==> config.mk <==
export PLATFORM = sky130hd
export DESIGN_NAME = pd_wall_follow_with_hex_telemetry_unit
export DESIGN_NICKNAME = d
export VERILOG_FILES = /design/src/sv/pdwf_pkg.sv /design/src/sv/pd_wall_follow_with_hex_telemetry_unit.sv
export VERILOG_INCLUDE_DIRS = /design/src /design/src/sv
export SDC_FILE = /design/constraint.sdc
export NUM_CORES = 2
export LEC_CHECK = 0
export BUFFER_PORTS_ARGS = -buffer_cell sky130_fd_sc_hd__buf_2
export CAP_MARGIN = 20
export CORE_MARGIN = 4
export CORE_UTILIZATION = 45
export DETAILED_ROUTE_END_ITERATION = 10
export SLEW_MARGIN = 20
export SYNTH_ARGS = -nofsm -noshare
export SYNTH_HDL_FRONTEND = slang
export SYNTH_SLANG_ARGS = --single-unit
==> constraint.sdc <==
create_clock -name clk -period 14.8 [get_ports clk]
set_clock_uncertainty 0.05 [all_clocks]
set_input_delay 2.96 -clock clk [delete_from_list [all_inputs] [get_ports clk]]
set_output_delay 2.96 -clock clk [all_outputs]
set_load 0.005 [all_outputs]
==> src/sv/pd_wall_follow_with_hex_telemetry_unit_assert.svh <==
// Assertion macros for the wall-follow PD controller with hex telemetry
`ifndef PD_WALL_FOLLOW_WITH_HEX_TELEMETRY_UNIT_ASSERT_SVH
`define PD_WALL_FOLLOW_WITH_HEX_TELEMETRY_UNIT_ASSERT_SVH

// check cons in the same cycle as ante
`define PDWF_ASSERT_NOW(label, ante, cons, msg) \
  label: assert property (@(posedge clk) disable iff (!rst_n) (ante) |-> (cons)) \
    else $error(msg);

// check cons in the cycle after ante
`define PDWF_ASSERT_NEXT(label, ante, cons, msg) \
  label: assert property (@(posedge clk) disable iff (!rst_n) (ante) |=> (cons)) \
    else $error(msg);

`endif

==> src/sv/pdwf_pkg.sv <==
// Package: constants, control word type, hex character function and microcode table of the PD telemetry unit
package pdwf_pkg;

  localparam int SAMPLES_PER_FRAME_DEF = 10;

  localparam int ERR_W   = 12;
  localparam int GAIN_W  = 16;
  localparam int LIM_W   = 8;
  localparam int CORR_W  = 13;
  localparam int CHAR_W  = 8;
  localparam int SLOT_W  = 4;
  localparam int PC_W    = 4;
  localparam int CFG_IDX_W  = 3;
  localparam int CFG_DATA_W = 16;
  localparam int IN_DATA_W  = 32;
  localparam int OUT_DATA_W = 24;

  localparam logic [CFG_IDX_W-1:0] REG_SETPOINT  = 3'd0;
  localparam logic [CFG_IDX_W-1:0] REG_P_GAIN    = 3'd1;
  localparam logic [CFG_IDX_W-1:0] REG_D_GAIN    = 3'd2;
  localparam logic [CFG_IDX_W-1:0] REG_LIMIT     = 3'd3;
  localparam logic [CFG_IDX_W-1:0] REG_FRONT_THR = 3'd4;

  localparam logic [ERR_W-1:0]  RST_SETPOINT  = 12'd2500;
  localparam logic [GAIN_W-1:0] RST_P_GAIN    = 16'd5243;
  localparam logic [GAIN_W-1:0] RST_D_GAIN    = 16'd3277;
  localparam logic [LIM_W-1:0]  RST_LIMIT     = 8'd60;
  localparam logic [ERR_W-1:0]  RST_FRONT_THR = 12'd2000;

  localparam logic KIND_CTRL = 1'b0;
  localparam logic KIND_CHAR = 1'b1;

  localparam logic [CHAR_W-1:0] CH_COLON = 8'h3A;
  localparam logic [CHAR_W-1:0] CH_TWO   = 8'h32;
  localparam logic [CHAR_W-1:0] CH_FOUR  = 8'h34;
  localparam logic [CHAR_W-1:0] CH_CR    = 8'h0D;
  localparam logic [CHAR_W-1:0] CH_LF    = 8'h0A;
  localparam logic [CHAR_W-1:0] CH_DIGIT_BASE = 8'd48;
  localparam logic [CHAR_W-1:0] CH_ALPHA_BASE = 8'd55;

  localparam logic [1:0] SRC_NONE  = 2'd0;
  localparam logic [1:0] SRC_CTRL  = 2'd1;
  localparam logic [1:0] SRC_CONST = 2'd2;
  localparam logic [1:0] SRC_HEX   = 2'd3;

  localparam logic [1:0] J_NEXT     = 2'd0;
  localparam logic [1:0] J_ALWAYS   = 2'd1;
  localparam logic [1:0] J_NOFRAME  = 2'd2;
  localparam logic [1:0] J_MORE     = 2'd3;

  localparam logic [PC_W-1:0] ST_IDLE  = 4'd0;
  localparam logic [PC_W-1:0] ST_ERR   = 4'd1;
  localparam logic [PC_W-1:0] ST_MUL   = 4'd2;
  localparam logic [PC_W-1:0] ST_CTRL  = 4'd3;
  localparam logic [PC_W-1:0] ST_HDR0  = 4'd4;
  localparam logic [PC_W-1:0] ST_HDR1  = 4'd5;
  localparam logic [PC_W-1:0] ST_HDR2  = 4'd6;
  localparam logic [PC_W-1:0] ST_DIG3  = 4'd7;
  localparam logic [PC_W-1:0] ST_DIG2  = 4'd8;
  localparam logic [PC_W-1:0] ST_DIG1  = 4'd9;
  localparam logic [PC_W-1:0] ST_DIG0  = 4'd10;
  localparam logic [PC_W-1:0] ST_LOOP  = 4'd11;
  localparam logic [PC_W-1:0] ST_TRL0  = 4'd12;
  localparam logic [PC_W-1:0] ST_TRL1  = 4'd13;
  localparam logic [PC_W-1:0] ST_TRL2  = 4'd14;
  localparam logic [PC_W-1:0] ST_TRL3  = 4'd15;

  typedef struct packed {
    logic              wait_in;
    logic              emit;
    logic [1:0]        src;
    logic [CHAR_W-1:0] ch;
    logic [1:0]        nib;
    logic              last;
    logic [1:0]        jmp;
    logic [PC_W-1:0]   target;
    logic              do_err;
    logic              do_mul;
    logic              init_rd;
    logic              next_smp;
  } ctrl_t;

  function automatic logic [CHAR_W-1:0] hex_char(input logic [3:0] v);
    logic [CHAR_W-1:0] r;
    r = (v < 4'd10) ? (CH_DIGIT_BASE + CHAR_W'(v)) : (CH_ALPHA_BASE + CHAR_W'(v));
    return r;
  endfunction

  function automatic ctrl_t rom_word(input logic [PC_W-1:0] pc);
    ctrl_t w;
    w = '0;
    case (pc)
      ST_IDLE: begin
        w.wait_in = 1'b1;
      end
      ST_ERR: begin
        w.do_err = 1'b1;
      end
      ST_MUL: begin
        w.do_mul = 1'b1;
      end
      ST_CTRL: begin
        w.emit = 1'b1; w.src = SRC_CTRL; w.init_rd = 1'b1;
        w.jmp = J_NOFRAME; w.target = ST_IDLE;
      end
      ST_HDR0: begin
        w.emit = 1'b1; w.src = SRC_CONST; w.ch = CH_COLON;
      end
      ST_HDR1: begin
        w.emit = 1'b1; w.src = SRC_CONST; w.ch = CH_TWO;
      end
      ST_HDR2: begin
        w.emit = 1'b1; w.src = SRC_CONST; w.ch = CH_FOUR;
      end
      ST_DIG3: begin
        w.emit = 1'b1; w.src = SRC_HEX; w.nib = 2'd3;
      end
      ST_DIG2: begin
        w.emit = 1'b1; w.src = SRC_HEX; w.nib = 2'd2;
      end
      ST_DIG1: begin
        w.emit = 1'b1; w.src = SRC_HEX; w.nib = 2'd1;
      end
      ST_DIG0: begin
        w.emit = 1'b1; w.src = SRC_HEX; w.nib = 2'd0; w.next_smp = 1'b1;
      end
      ST_LOOP: begin
        w.jmp = J_MORE; w.target = ST_DIG3;
      end
      ST_TRL0: begin
        w.emit = 1'b1; w.src = SRC_CONST; w.ch = CH_TWO;
      end
      ST_TRL1: begin
        w.emit = 1'b1; w.src = SRC_CONST; w.ch = CH_FOUR;
      end
      ST_TRL2: begin
        w.emit = 1'b1; w.src = SRC_CONST; w.ch = CH_CR;
      end
      ST_TRL3: begin
        w.emit = 1'b1; w.src = SRC_CONST; w.ch = CH_LF; w.last = 1'b1;
        w.jmp = J_ALWAYS; w.target = ST_IDLE;
      end
      default: begin
        w.jmp = J_ALWAYS; w.target = ST_IDLE;
      end
    endcase
    return w;
  endfunction

endpackage

==> src/sv/pd_wall_follow_with_hex_telemetry_unit.sv <==
// Top level: microcoded PD wall-follow controller with hex telemetry framing
//
//  channel | direction | handshake            | payload
//  in_     | slave     | in_tvalid/in_tready  | in_tdata: side, front, collect
//  out_    | master    | out_tvalid/out_tready| out_tdata, out_tuser kind, out_tlast
//  cfg_    | slave     | cfg_valid/cfg_ready  | cfg_index, cfg_data (always ready)
//
// An item without a frame passes the accept, error, multiply and control result steps.
// A frame item continues with the header, then the sequencer walks the samples through the
// registered sample memory read port (four hex digits and a loop step each), then the trailer.
// Synchronous active-low reset loads config defaults and resets loop state, sequencer and output valid.
// A stalled output holds the sequencer on its emit step; a new item is accepted
// while the last result still waits in the output register.
module pd_wall_follow_with_hex_telemetry_unit #(
  parameter int SAMPLES_PER_FRAME = pdwf_pkg::SAMPLES_PER_FRAME_DEF
) (
  input  logic                              clk,
  input  logic                              rst_n,
  input  logic                              in_tvalid,
  output logic                              in_tready,
  // [11:0] side_distance, [23:12] front_distance, [24] collect_enable, [31:25] zero
  input  logic [pdwf_pkg::IN_DATA_W-1:0]    in_tdata,
  output logic                              out_tvalid,
  input  logic                              out_tready,
  // [12:0] correction, [13] saturated, [14] front_obstacle, [22:15] tx_char, [23] zero
  output logic [pdwf_pkg::OUT_DATA_W-1:0]   out_tdata,
  // [0] result_kind
  output logic                              out_tuser,
  output logic                              out_tlast,
  input  logic                              cfg_valid,
  output logic                              cfg_ready,
  input  logic [pdwf_pkg::CFG_IDX_W-1:0]    cfg_index,
  input  logic [pdwf_pkg::CFG_DATA_W-1:0]   cfg_data
);

  localparam int DEPTH = 2 * SAMPLES_PER_FRAME;
  localparam int AW    = (DEPTH > 1) ? $clog2(DEPTH) : 1;
  localparam int CNT_W = $clog2(SAMPLES_PER_FRAME + 1);
  localparam int EW    = pdwf_pkg::ERR_W;

  logic [EW-1:0]                  setpoint_r;
  logic [pdwf_pkg::GAIN_W-1:0]    p_gain_r;
  logic [pdwf_pkg::GAIN_W-1:0]    d_gain_r;
  logic [pdwf_pkg::LIM_W-1:0]     limit_r;
  logic [EW-1:0]                  front_thr_r;

  logic [pdwf_pkg::PC_W-1:0]      pc_r, pc_nxt;
  pdwf_pkg::ctrl_t                ctl;
  logic                           out_free, stall, in_accept;

  logic [EW-1:0]                  side_r, front_r;
  logic                           collect_r;
  logic [EW-1:0]                  prev_err_r;
  logic [pdwf_pkg::SLOT_W-1:0]    slot_r, slot_nxt;
  logic                           bank_r, bank_nxt;
  logic                           phase_r;
  logic                           frame_r;
  logic [AW-1:0]                  base_r;
  logic [AW-1:0]                  wr_addr;

  logic [EW-1:0]                  err_c, err_r;
  logic [EW:0]                    diff_c;
  logic [EW-1:0]                  mag_c, mag_r;
  logic                           neg_r;
  logic [27:0]                    prod_p, prod_d;
  logic [EW-1:0]                  pterm_r, dmag_r;
  logic [13:0]                    sum_p, sum_d, corr_sum;
  logic                           sat_c;
  logic [pdwf_pkg::CORR_W-1:0]    corr_c;

  logic [EW-1:0]                  mem [DEPTH];
  logic [AW-1:0]                  rd_addr_r;
  logic [EW-1:0]                  rd_data_r;
  logic [CNT_W-1:0]               cnt_r;
  logic [3:0]                     nibble;

  logic                           out_valid_r;
  logic                           out_kind_r;
  logic [pdwf_pkg::CORR_W-1:0]    out_corr_r;
  logic                           out_sat_r;
  logic                           out_obst_r;
  logic [pdwf_pkg::CHAR_W-1:0]    out_char_r;
  logic                           out_last_r;

  assign cfg_ready = 1'b1;

  always_ff @(posedge clk) begin
    if (!rst_n) begin
      setpoint_r  <= pdwf_pkg::RST_SETPOINT;
      p_gain_r    <= pdwf_pkg::RST_P_GAIN;
      d_gain_r    <= pdwf_pkg::RST_D_GAIN;
      limit_r     <= pdwf_pkg::RST_LIMIT;
      front_thr_r <= pdwf_pkg::RST_FRONT_THR;
    end else if (cfg_valid && cfg_ready) begin
      case (cfg_index)
        pdwf_pkg::REG_SETPOINT:  setpoint_r  <= cfg_data[EW-1:0];
        pdwf_pkg::REG_P_GAIN:    p_gain_r    <= cfg_data;
        pdwf_pkg::REG_D_GAIN:    d_gain_r    <= cfg_data;
        pdwf_pkg::REG_LIMIT:     limit_r     <= cfg_data[pdwf_pkg::LIM_W-1:0];
        pdwf_pkg::REG_FRONT_THR: front_thr_r <= cfg_data[EW-1:0];
        default: ;
      endcase
    end
  end

  // sequencer
  assign ctl       = pdwf_pkg::rom_word(pc_r);
  assign out_free  = !out_valid_r || out_tready;
  assign in_tready = ctl.wait_in;
  assign in_accept = in_tvalid && in_tready;
  assign stall     = (ctl.wait_in && !in_tvalid) || (ctl.emit && !out_free);

  always_comb begin
    pc_nxt = pc_r;
    if (!stall) begin
      case (ctl.jmp)
        pdwf_pkg::J_NEXT:    pc_nxt = pc_r + 1'b1;
        pdwf_pkg::J_ALWAYS:  pc_nxt = ctl.target;
        pdwf_pkg::J_NOFRAME: pc_nxt = frame_r ? pc_r + 1'b1 : ctl.target;
        pdwf_pkg::J_MORE:    pc_nxt = (cnt_r != CNT_W'(SAMPLES_PER_FRAME)) ?
                                      ctl.target : pc_r + 1'b1;
        default:             pc_nxt = pdwf_pkg::ST_IDLE;
      endcase
    end
  end

  always_ff @(posedge clk) begin
    if (!rst_n) begin
      pc_r <= pdwf_pkg::ST_IDLE;
    end else begin
      pc_r <= pc_nxt;
    end
  end

  always_ff @(posedge clk) begin
    if (in_accept) begin
      side_r    <= in_tdata[11:0];
      front_r   <= in_tdata[23:12];
      collect_r <= in_tdata[24];
    end
  end

  // error, derivative and logging
  assign err_c  = (side_r >= setpoint_r) ? (side_r - setpoint_r) : (setpoint_r - side_r);
  assign diff_c = {1'b0, err_c} - {1'b0, prev_err_r};
  assign mag_c  = diff_c[EW] ? 12'(-diff_c) : diff_c[EW-1:0];

  assign slot_nxt = (slot_r >= pdwf_pkg::SLOT_W'(SAMPLES_PER_FRAME - 1)) ?
                    '0 : slot_r + 1'b1;
  assign bank_nxt = (slot_nxt == '0) ? !bank_r : bank_r;
  assign wr_addr  = (bank_nxt ? AW'(SAMPLES_PER_FRAME) : AW'(0)) + AW'(slot_nxt);

  always_ff @(posedge clk) begin
    if (!rst_n) begin
      prev_err_r <= '0;
      slot_r     <= pdwf_pkg::SLOT_W'(SAMPLES_PER_FRAME - 1);
      bank_r     <= 1'b0;
      phase_r    <= 1'b0;
      frame_r    <= 1'b0;
    end else if (ctl.do_err) begin
      prev_err_r <= err_c;
      phase_r    <= collect_r ? !phase_r : 1'b0;
      frame_r    <= 1'b0;
      if (phase_r) begin
        slot_r  <= slot_nxt;
        bank_r  <= bank_nxt;
        frame_r <= (slot_nxt == pdwf_pkg::SLOT_W'(SAMPLES_PER_FRAME - 1));
      end
    end
  end

  always_ff @(posedge clk) begin
    if (ctl.do_err) begin
      err_r <= err_c;
      mag_r <= mag_c;
      neg_r <= diff_c[EW];
      if (phase_r) begin
        base_r <= bank_nxt ? AW'(SAMPLES_PER_FRAME) : AW'(0);
      end
    end
  end

  // sample memory
  always_ff @(posedge clk) begin
    if (ctl.do_err && phase_r) begin
      mem[wr_addr] <= err_c;
    end
    rd_data_r <= mem[rd_addr_r];
  end

  // gain products
  assign prod_p = 28'(p_gain_r) * 28'(err_r);
  assign prod_d = 28'(d_gain_r) * 28'(mag_r);

  always_ff @(posedge clk) begin
    if (ctl.do_mul) begin
      pterm_r <= prod_p[27:16];
      dmag_r  <= prod_d[27:16];
    end
  end

  assign sum_p    = {2'b00, pterm_r};
  assign sum_d    = neg_r ? 14'(-{2'b00, dmag_r}) : {2'b00, dmag_r};
  assign corr_sum = sum_p + sum_d;
  assign sat_c    = $signed(corr_sum) > $signed({6'd0, limit_r});
  assign corr_c   = sat_c ? {5'd0, limit_r} : corr_sum[pdwf_pkg::CORR_W-1:0];

  // frame read pointer and sample count
  always_ff @(posedge clk) begin
    if (!rst_n) begin
      cnt_r     <= '0;
      rd_addr_r <= '0;
    end else if (!stall && ctl.init_rd) begin
      cnt_r     <= '0;
      rd_addr_r <= base_r;
    end else if (!stall && ctl.next_smp) begin
      cnt_r     <= cnt_r + 1'b1;
      rd_addr_r <= (cnt_r == CNT_W'(SAMPLES_PER_FRAME - 1)) ? base_r : rd_addr_r + 1'b1;
    end
  end

  always_comb begin
    case (ctl.nib)
      2'd3:    nibble = 4'd0;
      2'd2:    nibble = rd_data_r[11:8];
      2'd1:    nibble = rd_data_r[7:4];
      default: nibble = rd_data_r[3:0];
    endcase
  end

  // output register
  always_ff @(posedge clk) begin
    if (!rst_n) begin
      out_valid_r <= 1'b0;
    end else if (ctl.emit && out_free) begin
      out_valid_r <= 1'b1;
    end else if (out_tready) begin
      out_valid_r <= 1'b0;
    end
  end

  always_ff @(posedge clk) begin
    if (ctl.emit && out_free) begin
      if (ctl.src == pdwf_pkg::SRC_CTRL) begin
        out_kind_r <= pdwf_pkg::KIND_CTRL;
        out_corr_r <= corr_c;
        out_sat_r  <= sat_c;
        out_obst_r <= (front_r > front_thr_r);
        out_char_r <= '0;
        out_last_r <= !frame_r;
      end else begin
        out_kind_r <= pdwf_pkg::KIND_CHAR;
        out_corr_r <= '0;
        out_sat_r  <= 1'b0;
        out_obst_r <= 1'b0;
        out_char_r <= (ctl.src == pdwf_pkg::SRC_HEX) ? pdwf_pkg::hex_char(nibble) : ctl.ch;
        out_last_r <= ctl.last;
      end
    end
  end

  assign out_tvalid = out_valid_r;
  assign out_tuser  = out_kind_r;
  assign out_tlast  = out_last_r;
  assign out_tdata  = {1'b0, out_char_r, out_obst_r, out_sat_r, out_corr_r};

`include "pd_wall_follow_with_hex_telemetry_unit_assert.svh"

  `PDWF_ASSERT_NEXT(a_accept_to_err, in_accept, pc_r == pdwf_pkg::ST_ERR, "no error step")
  `PDWF_ASSERT_NEXT(a_emit_stall_hold, ctl.emit && !out_free, $stable(pc_r), "stall moved pc")
  `PDWF_ASSERT_NOW(a_cnt_range, 1'b1, cnt_r <= CNT_W'(SAMPLES_PER_FRAME), "count overrun")
  `PDWF_ASSERT_NOW(a_rd_range, 1'b1, 32'(rd_addr_r) < 32'(DEPTH), "read address overrun")
  `PDWF_ASSERT_NOW(a_ctrl_nochar, out_valid_r && out_kind_r == pdwf_pkg::KIND_CTRL,
                   out_char_r == '0, "char on control result")

endmodule
==> results.md <==
- Starting Density: 45.5%
- Dominant synthesized flop cell: edfxtp_1
- Clk slew on worst S/H paths: 0.06 ns
- Final Max Slew Viols: 0
- Post-synthesis cell area: 31300 um2
- CTS sink count: approximately 450
- Top cells by count, synth: nand2_1 (474), inv_1 (429), edfxtp_1 (339)
- Nets: 3477
- Filler cells: 6106
- Number of cells on the worst reg-to-reg path: 20
- Data required, critical path: between 15 and 20 ns
- Synth top area cells: edfxtp_1 (33%), fa_1 (18%), ha_1 (8.3%)
- CTS H-tree depth: 2
- Post-CTS Setup Inserts: 0
- Fin crit share: 44.0%
- I/O Buffers: 74
- Period minus WS final: 6.51 ns
- Vias/cell: 5.39
- Rows: 96
- Relative slew margins: 31.4%
- Max-cap violations: 0
- WL per Instance: slightly below 20 um
- CP top delay family: adder cells
- Worst setup path category: reg -> reg
- CORE AREA: about 69000 um2
- Synth async-reset ratio: 0%
- Skew-Pair Late Insertion Delay: 0.60 ns
- Drt pass-1 iters: 5
- Status: finished clean
- CTS tree: built
- RSZ-0062 raised after global routing: no
- Number of synthesized flops with an enable pin: 339
- Final Hold Viols: 0
- Die X-Extent: 272 um
- Initial antenna violation count: 2
- Gate count of the mapped netlist: 2902
- Die area: between 70000 and 80000 um2
- # IOs: 85
- WL final: 77.2 mm
- Number of global-route vias before repair: around 22000
- Sequential fraction of the synthesis area: between 30% and 40%
- Count of final setup violators: 0
- Register bit total from synthesis: 448
- Gr usage total: 21.2%
- Worst Setup SP: err_r[6]$_DFFE_PN_
- Largest net degree at the start of global routing: 58
- Average cell area after synthesis: 10.8 um2
- Worst Tran Pin Value: 1.02 ns
- Cell variety after synth: 85
- Crit path launch type: flip-flop
- GRT overflow: 0
- Worst R2R Setup Slack: 8.29 ns
- Levels on crit path: 20
- Post-route DRC: 0
- CTS buffer count: 48
- Share of the synthesized area in the top cell type: approximately a third
- Synth-to-layout area growth: 9.53%
- CP dominant cell by count: fa_1
- Vias: 21044
- Synthesis Warnings: 0
- Crit path DAT: just under 7 ns
- Crit. End Element: flip-flop
- Post-DP HPWL: ~55 mm
- Critical register-to-register path endpoint: pterm_r[11]$_DFFE_PN_
- Clock buffer depth: 3
- Post-cts sizing count: 0
- Cell taking the most area after synthesis: edfxtp_1
- Antenna-violating nets left: 0
- Most frequent cell after synthesis: nand2_1
- Number of DRC markers in iteration 0: 1384
- Reg-to-reg startpoint: err_r[6]$_DFFE_PN_
- Worst Path Max Fanout: 16
- Fraction of layout cells with a size suffix above 1: 8.89%
- Slowest CP cell: edfxtp_1
- Final GP Congestion: 0.846
- First-pass GRT wire length: 122 mm
- Crit-path max cell delay: 0.73 ns
- TNS Setup: 0 ns
- Hold-fix buffer count after cts: 0
- Critical Path End: pterm_r[11]$_DFFE_PN_
- Hold depth: 2
- Hold Path Class: reg -> reg
- Worst Path Buf+Inv: 4
- Die Height: about 270 um
- Critical-path cell list: and2_1 > fa_1 > inv_1 > fa_1 > inv_1 > fa_1 > fa_1 > inv_1 > fa_1 > inv_1 > ha_1 > o21ai_0 > a2111oi_0 > a21bo_2 > nand3_1 > nand3_1 > a21boi_0 > o21ai_0 > o31ai_1 > xnor2_1
- F_max: 154 MHz
- Root Driver: clkbuf_16
==> layer usage <==
layer / share of wire [%] / GRT usage, % / vias up
li1: - / - / 9704
met1: 41 / 26.9 / 10593
met2: 50 / 37.8 / 616
met3: 5.5 / 2.99 / 131
met4: 2.6 / 5.91 / 0
met5: 0 / 0 / -
==> how the worst min path moves through the flow <==
stage / from / to / slack [ns]
CTS: front_thr_r[11]$_SDFFE_PN0P_ / front_thr_r[11]$_SDFFE_PN0P_ / 0.42
finish: prev_err_r[2]$_SDFFE_PN0N_ / prev_err_r[2]$_SDFFE_PN0N_ / 0.42
detailed placement: prev_err_r[2]$_SDFFE_PN0N_ / prev_err_r[2]$_SDFFE_PN0N_ / 0.41
global placement: prev_err_r[9]$_SDFFE_PN0N_ / prev_err_r[9]$_SDFFE_PN0N_ / 0.40
floorplan: front_thr_r[11]$_SDFFE_PN0P_ / front_thr_r[11]$_SDFFE_PN0P_ / 0.39
global route: prev_err_r[7]$_SDFFE_PN0N_ / prev_err_r[7]$_SDFFE_PN0N_ / 0.44
==> logic make-up (layout without fill, tap and decap cells) <==
kind of cell | after synthesis | in the layout | share of synthesized area [%]
mux | 97 | 97 | 4.61
flops | 448 | 448 | 39.5
buf+inv | 554 | 621 | 6.75
xor+xnor | 75 | 75 | 2.14
compound gates | 355 | 355 | 7.71
simple gates | 882 | 882 | 13.0
other cells | 2 | 4 | 0.0240
fa+ha+maj | 489 | 489 | 26.3
==> cell type report <==
| class | instances | area (um2) | share of cell area (%) |
|---|---|---|---|
| well taps | 931 | 1160 | 3.40 |
| flip-flops and latches | 448 | 12400 | 36.1 |
| clock buffers | 57 | 1270 | 3.69 |
| diodes | 1 | 2.50 | 0.00730 |
| repair buffers | 103 | 588 | 1.72 |
| multi-input cells | 1901 | 16900 | 49.4 |
| inverters | 430 | 1610 | 4.71 |
| clock inverters | 31 | 340 | 0.993 |
==> registers in the layout, indices dropped and copies added (netlist names), 13 cells and up <==
register and cells:
p_gain_r 16, d_gain_r 16, mem 240, out_corr_r 13
==> stage by stage <==
step                      cells  setup slack [ns]  hold WS (ns)  utilization [%]  instance area, um2
after floorplan            2903              9.07         0.386                -               31300
after global placement     3812              8.41         0.395             47.4               32600
after detailed placement   3813              8.33         0.409             47.5               32700
after CTS                  3901              8.28         0.421             49.8               34300
after global routing       3901              7.94         0.440             49.8               34300
final                      3902              8.29         0.420             49.8               34300
==> tightest hold or removal path: stages, from the launching register on <==
cell and delay [ns]:
dfxtp_1 0.31, nand2_1 0.05, a21oi_1 0.06
==> cells in the final DEF (no fill, tap or decap), types with 49 or more instances in the layout <==
cell,synthesis,layout
a21oi_1,105,105
and2_1,141,141
buf_2,9,74
clkbuf_16,0,49
dfxtp_1,109,107
edfxtp_1,339,339
fa_1,282,282
ha_1,207,207
inv_1,429,428
mux2i_1,54,54
nand2_1,474,474
nor2_1,100,89
o21ai_0,65,65
xnor2_1,60,54
Power is not shown: default switching activity piles up to over one toggle a cycle in this logic, so the estimate is an artifact.
